==> src/hw/rtl/pressure_temperature_compensation_assert.svh <==
// Assertion macros for the compensation block.
`ifndef PRESSURE_TEMPERATURE_COMPENSATION_ASSERT_SVH
`define PRESSURE_TEMPERATURE_COMPENSATION_ASSERT_SVH

// Same-cycle implication, sampled on the block clock.
`define PTC_ASSERT_NOW(lbl, ante, cons) \
    lbl: assert property (@(posedge i_clk) disable iff (!i_rst_n) (ante) |-> (cons)) \
        else $error("ptc assertion failed");

// Next-cycle implication, sampled on the block clock.
`define PTC_ASSERT_NEXT(lbl, ante, cons) \
    lbl: assert property (@(posedge i_clk) disable iff (!i_rst_n) (ante) |=> (cons)) \
        else $error("ptc assertion failed");

`endif

==> src/hw/rtl/ptc_pkg.sv <==
// Shared types, constants and helpers for the compensation block.
package ptc_pkg;
    localparam int unsigned SerialBits = 64;
    localparam int unsigned CountBits  = 6;

    localparam logic [1:0] RegTemp    = 2'd0;
    localparam logic [1:0] RegPressLo = 2'd1;
    localparam logic [1:0] RegPressHi = 2'd2;
    localparam logic [1:0] RegPressP9 = 2'd3;

    typedef struct packed {
        logic busy;
        logic done;
    } t_unit_stat;

    function automatic logic [63:0] sx16(input logic [15:0] v);
        return {{48{v[15]}}, v};
    endfunction
endpackage

==> src/hw/rtl/ptc_mul.sv <==
// Bit-serial 64-bit multiplier, low 64 bits of the product.
module ptc_mul
    import ptc_pkg::*;
(
    input  logic        i_clk,
    input  logic        i_rst_n,
    input  logic        i_start,
    input  logic [63:0] i_a,
    input  logic [63:0] i_b,
    output t_unit_stat  o_stat,
    output logic [63:0] o_prod
);
    logic [63:0]          r_a;
    logic [63:0]          r_b;
    logic [63:0]          r_acc;
    logic [CountBits-1:0] r_cnt;
    logic                 r_busy;
    logic                 r_done;

    always_ff @(posedge i_clk) begin
        if (!i_rst_n) begin
            r_busy <= 1'b0;
            r_done <= 1'b0;
            r_cnt  <= '0;
        end else begin
            r_done <= 1'b0;
            if (i_start) begin
                r_a    <= i_a;
                r_b    <= i_b;
                r_acc  <= '0;
                r_cnt  <= '0;
                r_busy <= 1'b1;
            end else if (r_busy) begin
                if (r_b[0]) begin
                    r_acc <= r_acc + r_a;
                end
                r_a   <= {r_a[62:0], 1'b0};
                r_b   <= {1'b0, r_b[63:1]};
                r_cnt <= r_cnt + 1'b1;
                if (r_cnt == CountBits'(SerialBits - 1)) begin
                    r_busy <= 1'b0;
                    r_done <= 1'b1;
                end
            end
        end
    end

    assign o_stat = '{busy: r_busy, done: r_done};
    assign o_prod = r_acc;
endmodule

==> src/hw/rtl/ptc_div.sv <==
// Restoring 64-bit unsigned divider, one quotient bit per cycle.
module ptc_div
    import ptc_pkg::*;
(
    input  logic        i_clk,
    input  logic        i_rst_n,
    input  logic        i_start,
    input  logic [63:0] i_dividend,
    input  logic [63:0] i_divisor,
    output t_unit_stat  o_stat,
    output logic [63:0] o_quot
);
    logic [63:0]          r_q;
    logic [63:0]          r_rem;
    logic [63:0]          r_d;
    logic [CountBits-1:0] r_cnt;
    logic                 r_busy;
    logic                 r_done;
    logic [64:0]          w_sh;
    logic [64:0]          w_diff;

    assign w_sh   = {r_rem, r_q[63]};
    assign w_diff = w_sh - {1'b0, r_d};

    always_ff @(posedge i_clk) begin
        if (!i_rst_n) begin
            r_busy <= 1'b0;
            r_done <= 1'b0;
            r_cnt  <= '0;
        end else begin
            r_done <= 1'b0;
            if (i_start) begin
                r_q    <= i_dividend;
                r_rem  <= '0;
                r_d    <= i_divisor;
                r_cnt  <= '0;
                r_busy <= 1'b1;
            end else if (r_busy) begin
                if (!w_diff[64]) begin
                    r_rem <= w_diff[63:0];
                    r_q   <= {r_q[62:0], 1'b1};
                end else begin
                    r_rem <= w_sh[63:0];
                    r_q   <= {r_q[62:0], 1'b0};
                end
                r_cnt <= r_cnt + 1'b1;
                if (r_cnt == CountBits'(SerialBits - 1)) begin
                    r_busy <= 1'b0;
                    r_done <= 1'b1;
                end
            end
        end
    end

    assign o_stat = '{busy: r_busy, done: r_done};
    assign o_quot = r_q;
endmodule

==> src/hw/rtl/pressure_temperature_compensation.sv <==
// Top level: integer temperature and 64-bit pressure compensation sequencer.
//
//  channel  | direction | payload
//  s_axis   | in        | tdata raw_sample, tuser mode
//  m_axis   | out       | tdata temperature/pressure, tuser is_pressure/zero_divisor
//  cfg      | in        | register index and 64-bit write data
//
// A temperature transaction runs four serial multiplies. A pressure transaction
// runs ten serial multiplies and one serial divide; a zero divisor skips the
// divide and the tail.
// Reset is synchronous and clears control state, coefficients and fine temperature.
// A new input transaction is taken while the previous result waits on m_axis.
`include "pressure_temperature_compensation_assert.svh"
module pressure_temperature_compensation
    import ptc_pkg::*;
(
    input  logic        i_clk,
    input  logic        i_rst_n,
    input  logic        i_s_tvalid,
    output logic        o_s_tready,
    input  logic [23:0] i_s_tdata,   // [19:0] raw_sample, rest zero
    input  logic        i_s_tuser,   // [0] mode
    output logic        o_m_tvalid,
    input  logic        i_m_tready,
    output logic [63:0] o_m_tdata,   // [31:0] temperature_centideg, [63:32] pressure_pa
    output logic [1:0]  o_m_tuser,   // [0] is_pressure, [1] zero_divisor
    input  logic        i_cfg_valid,
    output logic        o_cfg_ready,
    input  logic [1:0]  i_cfg_index,
    input  logic [63:0] i_cfg_data
);
    typedef enum logic [4:0] {
        S_IDLE, S_T0, S_T1, S_T2, S_T3, S_T4,
        S_P0, S_P1, S_P2, S_P3, S_P4, S_P5, S_P6, S_P7,
        S_P8, S_P9, S_P10, S_P11, S_P12, S_P13,
        S_MWAIT, S_DWAIT
    } t_state;

    t_state      r_state;
    t_state      r_next;
    logic [47:0] r_tc;
    logic [63:0] r_pl;
    logic [63:0] r_ph;
    logic [15:0] r_p9;
    logic [31:0] r_fine;
    logic [19:0] r_adc;
    logic [63:0] r_v1;
    logic [63:0] r_v2;
    logic [63:0] r_s;
    logic [63:0] r_acc;
    logic [63:0] r_d;
    logic [63:0] r_p;
    logic        r_zero;
    logic        r_neg;
    logic        r_out_valid;
    logic [63:0] r_out_data;
    logic [1:0]  r_out_user;
    logic        r_mstart;
    logic [63:0] r_ma;
    logic [63:0] r_mb;
    logic        r_dstart;
    logic [63:0] r_dn;
    logic [63:0] r_dd;

    t_unit_stat  w_mstat;
    t_unit_stat  w_dstat;
    logic [63:0] w_prod;
    logic [63:0] w_quot;
    logic [63:0] w_p32;
    logic [31:0] w_ta;
    logic [31:0] w_td;
    logic [31:0] w_fine_new;
    logic [63:0] w_sh14;
    logic [31:0] w_tsum;
    logic [31:0] w_temp;
    logic [63:0] w_v1;
    logic [63:0] w_num;
    logic [63:0] w_dq;
    logic [63:0] w_pr;
    logic [63:0] w_pq;
    logic [63:0] w_pabs;
    logic        w_out_free;

    ptc_mul u_mul (
        .i_clk   (i_clk),
        .i_rst_n (i_rst_n),
        .i_start (r_mstart),
        .i_a     (r_ma),
        .i_b     (r_mb),
        .o_stat  (w_mstat),
        .o_prod  (w_prod)
    );

    ptc_div u_div (
        .i_clk      (i_clk),
        .i_rst_n    (i_rst_n),
        .i_start    (r_dstart),
        .i_dividend (r_dn),
        .i_divisor  (r_dd),
        .o_stat     (w_dstat),
        .o_quot     (w_quot)
    );

    assign w_p32      = {{32{w_prod[31]}}, w_prod[31:0]};
    assign w_ta       = {15'd0, r_adc[19:3]} - {15'd0, r_tc[15:0], 1'b0};
    assign w_td       = {16'd0, r_adc[19:4]} - {16'd0, r_tc[15:0]};
    assign w_sh14     = $signed(w_p32) >>> 14;
    assign w_fine_new = r_v1[31:0] + w_sh14[31:0];
    assign w_tsum     = w_prod[31:0] + 32'd128;
    assign w_temp     = $signed(w_tsum) >>> 8;
    assign w_v1       = {{32{r_fine[31]}}, r_fine} - 64'd128000;
    assign w_num      = ((64'd1048576 - {44'd0, r_adc}) << 31) - r_v2;
    assign w_dq       = $signed(w_prod) >>> 33;
    assign w_pr       = $signed(r_p) >>> 13;
    assign w_pq       = r_acc + (r_acc[63] ? 64'd255 : 64'd0);
    assign w_pabs     = $signed(w_pq) >>> 8;
    assign w_out_free = !r_out_valid || i_m_tready;

    always_ff @(posedge i_clk) begin
        if (!i_rst_n) begin
            r_state     <= S_IDLE;
            r_next      <= S_IDLE;
            r_tc        <= '0;
            r_pl        <= '0;
            r_ph        <= '0;
            r_p9        <= '0;
            r_fine      <= '0;
            r_out_valid <= 1'b0;
            r_mstart    <= 1'b0;
            r_dstart    <= 1'b0;
        end else begin
            r_mstart <= 1'b0;
            r_dstart <= 1'b0;
            if (r_out_valid && i_m_tready) begin
                r_out_valid <= 1'b0;
            end
            if (i_cfg_valid) begin
                unique case (i_cfg_index)
                    RegTemp:    r_tc <= i_cfg_data[47:0];
                    RegPressLo: r_pl <= i_cfg_data;
                    RegPressHi: r_ph <= i_cfg_data;
                    RegPressP9: r_p9 <= i_cfg_data[15:0];
                    default:    ;
                endcase
            end
            unique case (r_state)
                S_IDLE: begin
                    if (i_s_tvalid) begin
                        r_adc   <= i_s_tdata[19:0];
                        r_state <= i_s_tuser ? S_P0 : S_T0;
                    end
                end
                S_T0: begin
                    r_d <= {{32{w_td[31]}}, w_td};
                    r_ma <= {{32{w_ta[31]}}, w_ta}; r_mb <= sx16(r_tc[31:16]);
                    r_mstart <= 1'b1; r_next <= S_T1; r_state <= S_MWAIT;
                end
                S_T1: begin
                    r_v1 <= $signed(w_p32) >>> 11;
                    r_ma <= r_d; r_mb <= r_d;
                    r_mstart <= 1'b1; r_next <= S_T2; r_state <= S_MWAIT;
                end
                S_T2: begin
                    r_ma <= $signed(w_p32) >>> 12; r_mb <= sx16(r_tc[47:32]);
                    r_mstart <= 1'b1; r_next <= S_T3; r_state <= S_MWAIT;
                end
                S_T3: begin
                    r_fine <= w_fine_new;
                    r_ma <= {{32{w_fine_new[31]}}, w_fine_new}; r_mb <= 64'd5;
                    r_mstart <= 1'b1; r_next <= S_T4; r_state <= S_MWAIT;
                end
                S_T4: begin
                    if (w_out_free) begin
                        r_out_valid <= 1'b1;
                        r_out_data  <= {32'd0, w_temp};
                        r_out_user  <= 2'b00;
                        r_state     <= S_IDLE;
                    end
                end
                S_P0: begin
                    r_v1 <= w_v1;
                    r_ma <= w_v1; r_mb <= w_v1;
                    r_mstart <= 1'b1; r_next <= S_P1; r_state <= S_MWAIT;
                end
                S_P1: begin
                    r_s <= w_prod;
                    r_ma <= w_prod; r_mb <= sx16(r_ph[31:16]);
                    r_mstart <= 1'b1; r_next <= S_P2; r_state <= S_MWAIT;
                end
                S_P2: begin
                    r_v2 <= w_prod;
                    r_ma <= r_v1; r_mb <= sx16(r_ph[15:0]);
                    r_mstart <= 1'b1; r_next <= S_P3; r_state <= S_MWAIT;
                end
                S_P3: begin
                    r_v2 <= r_v2 + (w_prod << 17) +
                            {{13{r_pl[63]}}, r_pl[63:48], 35'd0};
                    r_ma <= r_s; r_mb <= sx16(r_pl[47:32]);
                    r_mstart <= 1'b1; r_next <= S_P4; r_state <= S_MWAIT;
                end
                S_P4: begin
                    r_acc <= $signed(w_prod) >>> 8;
                    r_ma <= r_v1; r_mb <= sx16(r_pl[31:16]);
                    r_mstart <= 1'b1; r_next <= S_P5; r_state <= S_MWAIT;
                end
                S_P5: begin
                    r_ma <= 64'h0000_8000_0000_0000 + r_acc + (w_prod << 12);
                    r_mb <= {48'd0, r_pl[15:0]};
                    r_mstart <= 1'b1; r_next <= S_P6; r_state <= S_MWAIT;
                end
                S_P6: begin
                    r_d    <= w_dq;
                    r_zero <= (w_dq == 64'd0);
                    r_ma <= w_num; r_mb <= 64'd3125;
                    r_mstart <= 1'b1; r_next <= S_P7; r_state <= S_MWAIT;
                end
                S_P7: begin
                    if (r_zero) begin
                        if (w_out_free) begin
                            r_out_valid <= 1'b1;
                            r_out_data  <= 64'd0;
                            r_out_user  <= 2'b11;
                            r_state     <= S_IDLE;
                        end
                    end else begin
                        r_neg    <= w_prod[63] ^ r_d[63];
                        r_dn     <= w_prod[63] ? -w_prod : w_prod;
                        r_dd     <= r_d[63] ? -r_d : r_d;
                        r_dstart <= 1'b1;
                        r_state  <= S_DWAIT;
                    end
                end
                S_P8: begin
                    r_ma <= w_pr; r_mb <= w_pr;
                    r_mstart <= 1'b1; r_next <= S_P9; r_state <= S_MWAIT;
                end
                S_P9: begin
                    r_ma <= w_prod; r_mb <= sx16(r_p9);
                    r_mstart <= 1'b1; r_next <= S_P10; r_state <= S_MWAIT;
                end
                S_P10: begin
                    r_acc <= $signed(w_prod) >>> 25;
                    r_ma <= r_p; r_mb <= sx16(r_ph[63:48]);
                    r_mstart <= 1'b1; r_next <= S_P11; r_state <= S_MWAIT;
                end
                S_P11: begin
                    r_acc   <= r_p + r_acc + 64'($signed(w_prod) >>> 19);
                    r_state <= S_P12;
                end
                S_P12: begin
                    r_acc   <= 64'($signed(r_acc) >>> 8) +
                               {{44{r_ph[47]}}, r_ph[47:32], 4'd0};
                    r_state <= S_P13;
                end
                S_P13: begin
                    if (w_out_free) begin
                        r_out_valid <= 1'b1;
                        r_out_data  <= {w_pabs[31:0], 32'd0};
                        r_out_user  <= 2'b01;
                        r_state     <= S_IDLE;
                    end
                end
                S_MWAIT: begin
                    if (w_mstat.done) begin
                        r_state <= r_next;
                    end
                end
                S_DWAIT: begin
                    if (w_dstat.done) begin
                        r_p     <= r_neg ? -w_quot : w_quot;
                        r_state <= S_P8;
                    end
                end
                default: r_state <= S_IDLE;
            endcase
        end
    end

    assign o_s_tready  = (r_state == S_IDLE);
    assign o_m_tvalid  = r_out_valid;
    assign o_m_tdata   = r_out_data;
    assign o_m_tuser   = r_out_user;
    assign o_cfg_ready = 1'b1;

    `PTC_ASSERT_NEXT(a_accept_leaves_idle, i_s_tvalid && o_s_tready, r_state != S_IDLE)
    `PTC_ASSERT_NOW(a_mwait_unit_active, r_state == S_MWAIT && !r_mstart,
                    w_mstat.busy || w_mstat.done)
    `PTC_ASSERT_NOW(a_dwait_unit_active, r_state == S_DWAIT && !r_dstart,
                    w_dstat.busy || w_dstat.done)
    `PTC_ASSERT_NOW(a_zero_flag_only_pressure, o_m_tvalid && o_m_tuser[1],
                    o_m_tuser[0] && o_m_tdata == 64'd0)
endmodule
==> config.mk <==
export PLATFORM = sky130hd
export DESIGN_NAME = pressure_temperature_compensation
export DESIGN_NICKNAME = d
export VERILOG_FILES = /design/src/hw/rtl/ptc_pkg.sv /design/src/hw/rtl/ptc_mul.sv /design/src/hw/rtl/ptc_div.sv /design/src/hw/rtl/pressure_temperature_compensation.sv
export VERILOG_INCLUDE_DIRS = /design/src /design/src/hw/rtl
export SDC_FILE = /design/constraint.sdc
export NUM_CORES = 2
export LEC_CHECK = 0
export BUFFER_PORTS_ARGS = -buffer_cell sky130_fd_sc_hd__buf_4
export CORE_UTILIZATION = 35
export DETAILED_ROUTE_END_ITERATION = 12
export GPL_TIMING_DRIVEN = 0
export PLACE_DENSITY = 0.51
export SETUP_SLACK_MARGIN = 0.05
export SLEW_MARGIN = 15
export SYNTH_ARGS = -nofsm -noshare
export SYNTH_HDL_FRONTEND = slang
export SYNTH_HIERARCHICAL = 1
export SYNTH_SLANG_ARGS = --single-unit
==> constraint.sdc <==
create_clock -name i_clk -period 10.2 [get_ports i_clk]
set_input_delay 1.02 -clock i_clk [delete_from_list [all_inputs] [get_ports i_clk]]
set_output_delay 1.02 -clock i_clk [all_outputs]
set_load 0.02 [all_outputs]
==> Yosys cells after proc, flatten, opt, wreduce, memory -nomap -nowiden <==
Cells that the tools add are included.
{ "totals": {"regBits": 1365, "in_bits": 96, "wordCells": 198} }
{ "op_classes": {"n_addsub": 22, "eq_ne": 33, "n_mux": 53, "bitwise_logic": 5, "reduce_logical": 46} }
{ "op_table": {"columns": ["cell", "n"], "rows": [
  ["64-bit two-way mux", 15],
  ["64-bit one-hot mux with 14 select lines", 1],
  ["64-bit one-hot mux with 12 select lines", 1],
  ["64-bit adder", 6],
  ["64-bit one-hot mux with 2 select lines", 3],
  ["64-bit one-hot mux with 4 select lines", 1],
  ["64-bit negator", 3],
  ["64-bit one-hot mux with 3 select lines", 1],
  ["63-bit two-way mux", 2],
  ["5-bit one-hot mux with 14 select lines", 1],
  ["65-bit by 64-bit subtractor with 65-bit output", 1],
  ["48-bit by 64-bit adder with 64-bit output (first input constant)", 1],
  ["64-bit logical NOT", 1],
  ["64-bit subtractor", 1],
  ["56-bit by 20-bit adder with 57-bit output", 1],
  ["40-bit by 8-bit adder with 40-bit output", 1],
  ["5-bit by 4-bit == test with 1-bit output (second input constant)", 8],
  ["5-bit one-hot mux with 8 select lines", 1],
  ["32-bit by 18-bit subtractor with 33-bit output (second input constant)", 1],
  ["32-bit adder", 1],
  ["32-bit by 8-bit adder with 32-bit output (second input constant)", 1],
  ["2-bit AND reduction", 16],
  ["5-bit == test (second input constant)", 6],
  ["5-bit two-way mux", 5],
  ["other kinds (35)", 80]
]} }

==> Logic depth before layout (Yosys ltp) <==
{ "logic_depth": {"ltp_word": 5, "mapped_depth": 18} }

==> Cells and area by module <==
The synthesis kept the hierarchy.
{ "by_module_without_submodules": {"columns": ["module", "n_inst", "cells_per_inst", "area_per_inst_um2"], "rows": [
  ["pressure_temperature_compensation", 1, 6327, 58592.4],
  ["ptc_div", 1, 1135, 12179.2],
  ["ptc_mul", 1, 994, 11716.2]
]} }

==> Worst setup path before layout <==
Ideal clock, no wire load.
{ "synth_timing": {"path_kind": "input to register", "from": "in i_rst_n", "to": "reg r_dd[0], enable pin", "setup_time_ns": 0.775, "t_arrival_ns": 10.082, "required_ns": 9.425, "setup_slack_ns": -0.657, "path_stages": 3, "cell_sequence": "inv_2 clkbuf_1 nor3_1"} }
{ "synth_via": {"elab_chain_len": 1} }
{ "synth_rtl": {"columns": ["element", "line", "rtl"], "rows": [
  ["from (decl)", "pressure_temperature_compensation.sv:18", "input logic i_rst_n,"],
  ["3-bit AND reduction (no source line)", null, null],
  ["to (signal assigned)", "pressure_temperature_compensation.sv:228", "r_dd <= r_d[63] ? -r_d : r_d;"],
  ["to (decl)", "pressure_temperature_compensation.sv:63", "logic [63:0] r_dd;"]
]} }
Every way passes these cells.
A chain may end at the register's enable or synchronous reset.

==> Worst setup path after layout <==
{ "layout_timing": {"from": "reg u_mul.r_acc[1] (netlist: u_mul/o_prod[1])", "to": "reg r_v2[62], data pin"} }
{ "layout_via": {"elab_chain_len": 3} }
{ "layout_rtl": {"columns": ["element", "line", "rtl"], "rows": [
  ["from (decl)", "ptc_mul.sv:15", "logic [63:0] r_acc;"],
  ["from (signal assigned)", "ptc_mul.sv:35", "r_acc <= r_acc + r_a;"],
  ["64-bit adder (2 in a row)", "pressure_temperature_compensation.sv:196", "r_v2 <= r_v2 + (w_prod << 17) +"],
  ["64-bit one-hot mux with 2 select lines", "pressure_temperature_compensation.sv:146", "unique case (r_state)"],
  ["to (signal assigned)", "pressure_temperature_compensation.sv:191", "r_v2 <= w_prod;"],
  ["to (signal assigned)", "pressure_temperature_compensation.sv:196", null],
  ["to (decl)", "pressure_temperature_compensation.sv:48", "logic [63:0] r_v2;"]
]} }
Every way passes these cells.

==> impl_metrics.py <==
metrics = {
    "yosys": {
        "syn_area_sq_um": 82500,
        "syn-instance-count": 8454,
        "syn_avg_cell_area_sq_um": 9.76,
        "yosysWarnings": 6,
    },
    "detailed_routing": {
        "vias": 73000,
        "drtIter0Drc": 8402,
        "vias_per_cell": 6.00,
        "firstDrtPassIters": 8,
        "drt_wl_total_microns": 407000,
        "ant_nets": 0,
        "drc": 0,
        "wl_per_cell_microns": 33.5,
    },
    "setup_path": {
        "setup.worst_path.start_class": "flip-flop",
        "rrSetupSlack_ns": 4.01,
        "cp_common_cell": "o21ai_0",
        "crit_path_end_kind": "flip-flop",
        "crit_chain": "ha_1 > ha_1 > fa_1 > a211o_1 > a211oi_1 > o22ai_1 > a31oi_1 > nor3_1 > o21ai_0 > o21ai_0 > a311oi_1 > o21ai_0 > xnor2_1 > o21ai_0",
        "arrival_ns": 6.73,
        "critPathMaxStageDelay_ns": 1.02,
        "path_class": "reg2reg",
        "cp_num_cells": 14,
        "worstPathRequired_ns": 10.74,
        "critPathMaxFanout": 8,
        "cp_slowest_cell": "edfxtp_1",
        "cp_num_buf_inv": 0,
        "critical-path-top-delay-family": "compound AO/OA/AOI/OAI gates",
        "r2r_cells": 14,
    },
    "clock_network": {
        "cts_sinks": 1280,
        "path_clk_slew_ns": 0.06,
        "cts_buffer_depth": 3,
        "root_buffer": "clkbuf_16",
        "cts_buffers": 158,
        "htree_levels": 4,
        "postCtsResizedCells": 0,
        "post-cts-setup-buffers": 0,
        "cts_tree": "yes",
        "hold_buffers": 0,
        "insertion_delay_ns": 0.84,
    },
    "global_routing": {
        "grt_first_pass_wirelength_microns": 554000,
        "grt_pass1_vias": 69200,
        "antenna_found_initial": 35,
        "grt_use_total_pct": 33.5,
        "grt.overflow.total": 0,
        "grt_max_degree": 72,
    },
    "hold_path": {
        "min_path_type": "in2reg",
        "hold_depth": 1,
    },
    "die": {
        "core.rowCount": 177,
        "die_h_microns": 487,
        "initial_core_util_pct": 35.3,
        "core_area_sq_um": 233000,
        "die_area_sq_um": 238000,
        "boundaryPins": 165,
        "die_width_microns": 487,
    },
    "place": {
        "dp_hpwl_microns": 328000,
        "gp_congestion": 1.01,
        "port_buffers": 158,
        "dpl_cell_area_sq_um": 89000,
        "place_inst": 11800,
    },
    "final_layout": {
        "stdcell_count": 12200,
        "drive_gt1_share_pct": 9.54,
        "syn_to_final_growth_pct": 14.3,
        "nNetsFinal": 9559,
        "stdcell_area_sq_um": 94300,
    },
    "pwr": {
        "finalPower_mw": 22.5,
        "leakage_nw": 35.2,
        "p_per_area_nw_per_um2": 238,
        "vdd_drop_max_v": 0.000143,
    },
    "timing": {
        "hold_violations": 0,
        "slew_headroom_pct": 5.55,
        "fmax_mhz": 162,
        "timing.hold.ws_ns": 0.361,
        "finalCritPeriodShare_pct": 60.7,
        "rsz0062_at_grt": "no",
        "setup_viol": 0,
        "worst_slew_pin_slew_ns": 1.42,
        "final_max_slew_viol_count": 0,
        "period_minus_slack_ns": 6.19,
        "fin_skew_ns": 0.0442,
        "setup_tns_ns": 0,
    },
    "outcome": {
        "status": "complete, no violations",
    },
    "job": {
        "maxCapViolations": 0,
    },
}
## power by group
part,internal [mW],total [mW],switching [mW]
sequential,6.61,7.40,0.790
clock,3.28,5.78,2.50
combinational,2.98,9.27,6.29
total,12.9,22.5,9.58
## final cells by class
cell class              instances  area (sq um)
inverters                     248           938
clock inverters                77           891
plain buffers                 476          1950
clock buffers                 215          4320
well taps                    3132          3920
diodes                         30          75.1
multi-input cells            6482         44000
repair buffers                228          2310
fillers                     23300        139000
flip-flops and latches       1280         35900
## placed cells by master, fill, tap and decap left out, types with 245 or more instances in the layout
cell type,count
nor2_1,576
o21ai_0,449
a21oi_1,791
ha_1,490
dfxtp_1,251
clkbuf_1,406
a21o_1,259
inv_1,245
xnor2_1,427
nand2_1,1134
edfxtp_1,1027
## path summary, 6_finish.rpt
check | start | endpoint
worst max-delay path | u_mul/o_prod[1] | r_v2[62]
worst min-delay path | i_s_tdata[7] | r_adc[7]
worst max register to register | u_mul/o_prod[1] | r_v2[62]
worst min register to register | r_dd[47] | u_div/r_d[47]
## layer usage
metal	GRT usage [%]	wire length [microns]	vias up
met1	41.8	163000	36200
li1	-	-	32100
met2	52.6	182000	3818
met3	7.35	33500	911
met4	20.9	28600	24
met5	0	145	-
## per-stage QoR
stage | utilization [%] | setup slack [ns]
2_1_floorplan | - | 3.37
3_3_place_gp | 37.6 | -1.96
3_5_place_dp | 38.1 | 4.18
4_1_cts | 40.4 | 4.14
5_1_grt | 40.4 | 3.87
6_report | 40.4 | 4.01
Power figures use the tool's default switching activity.
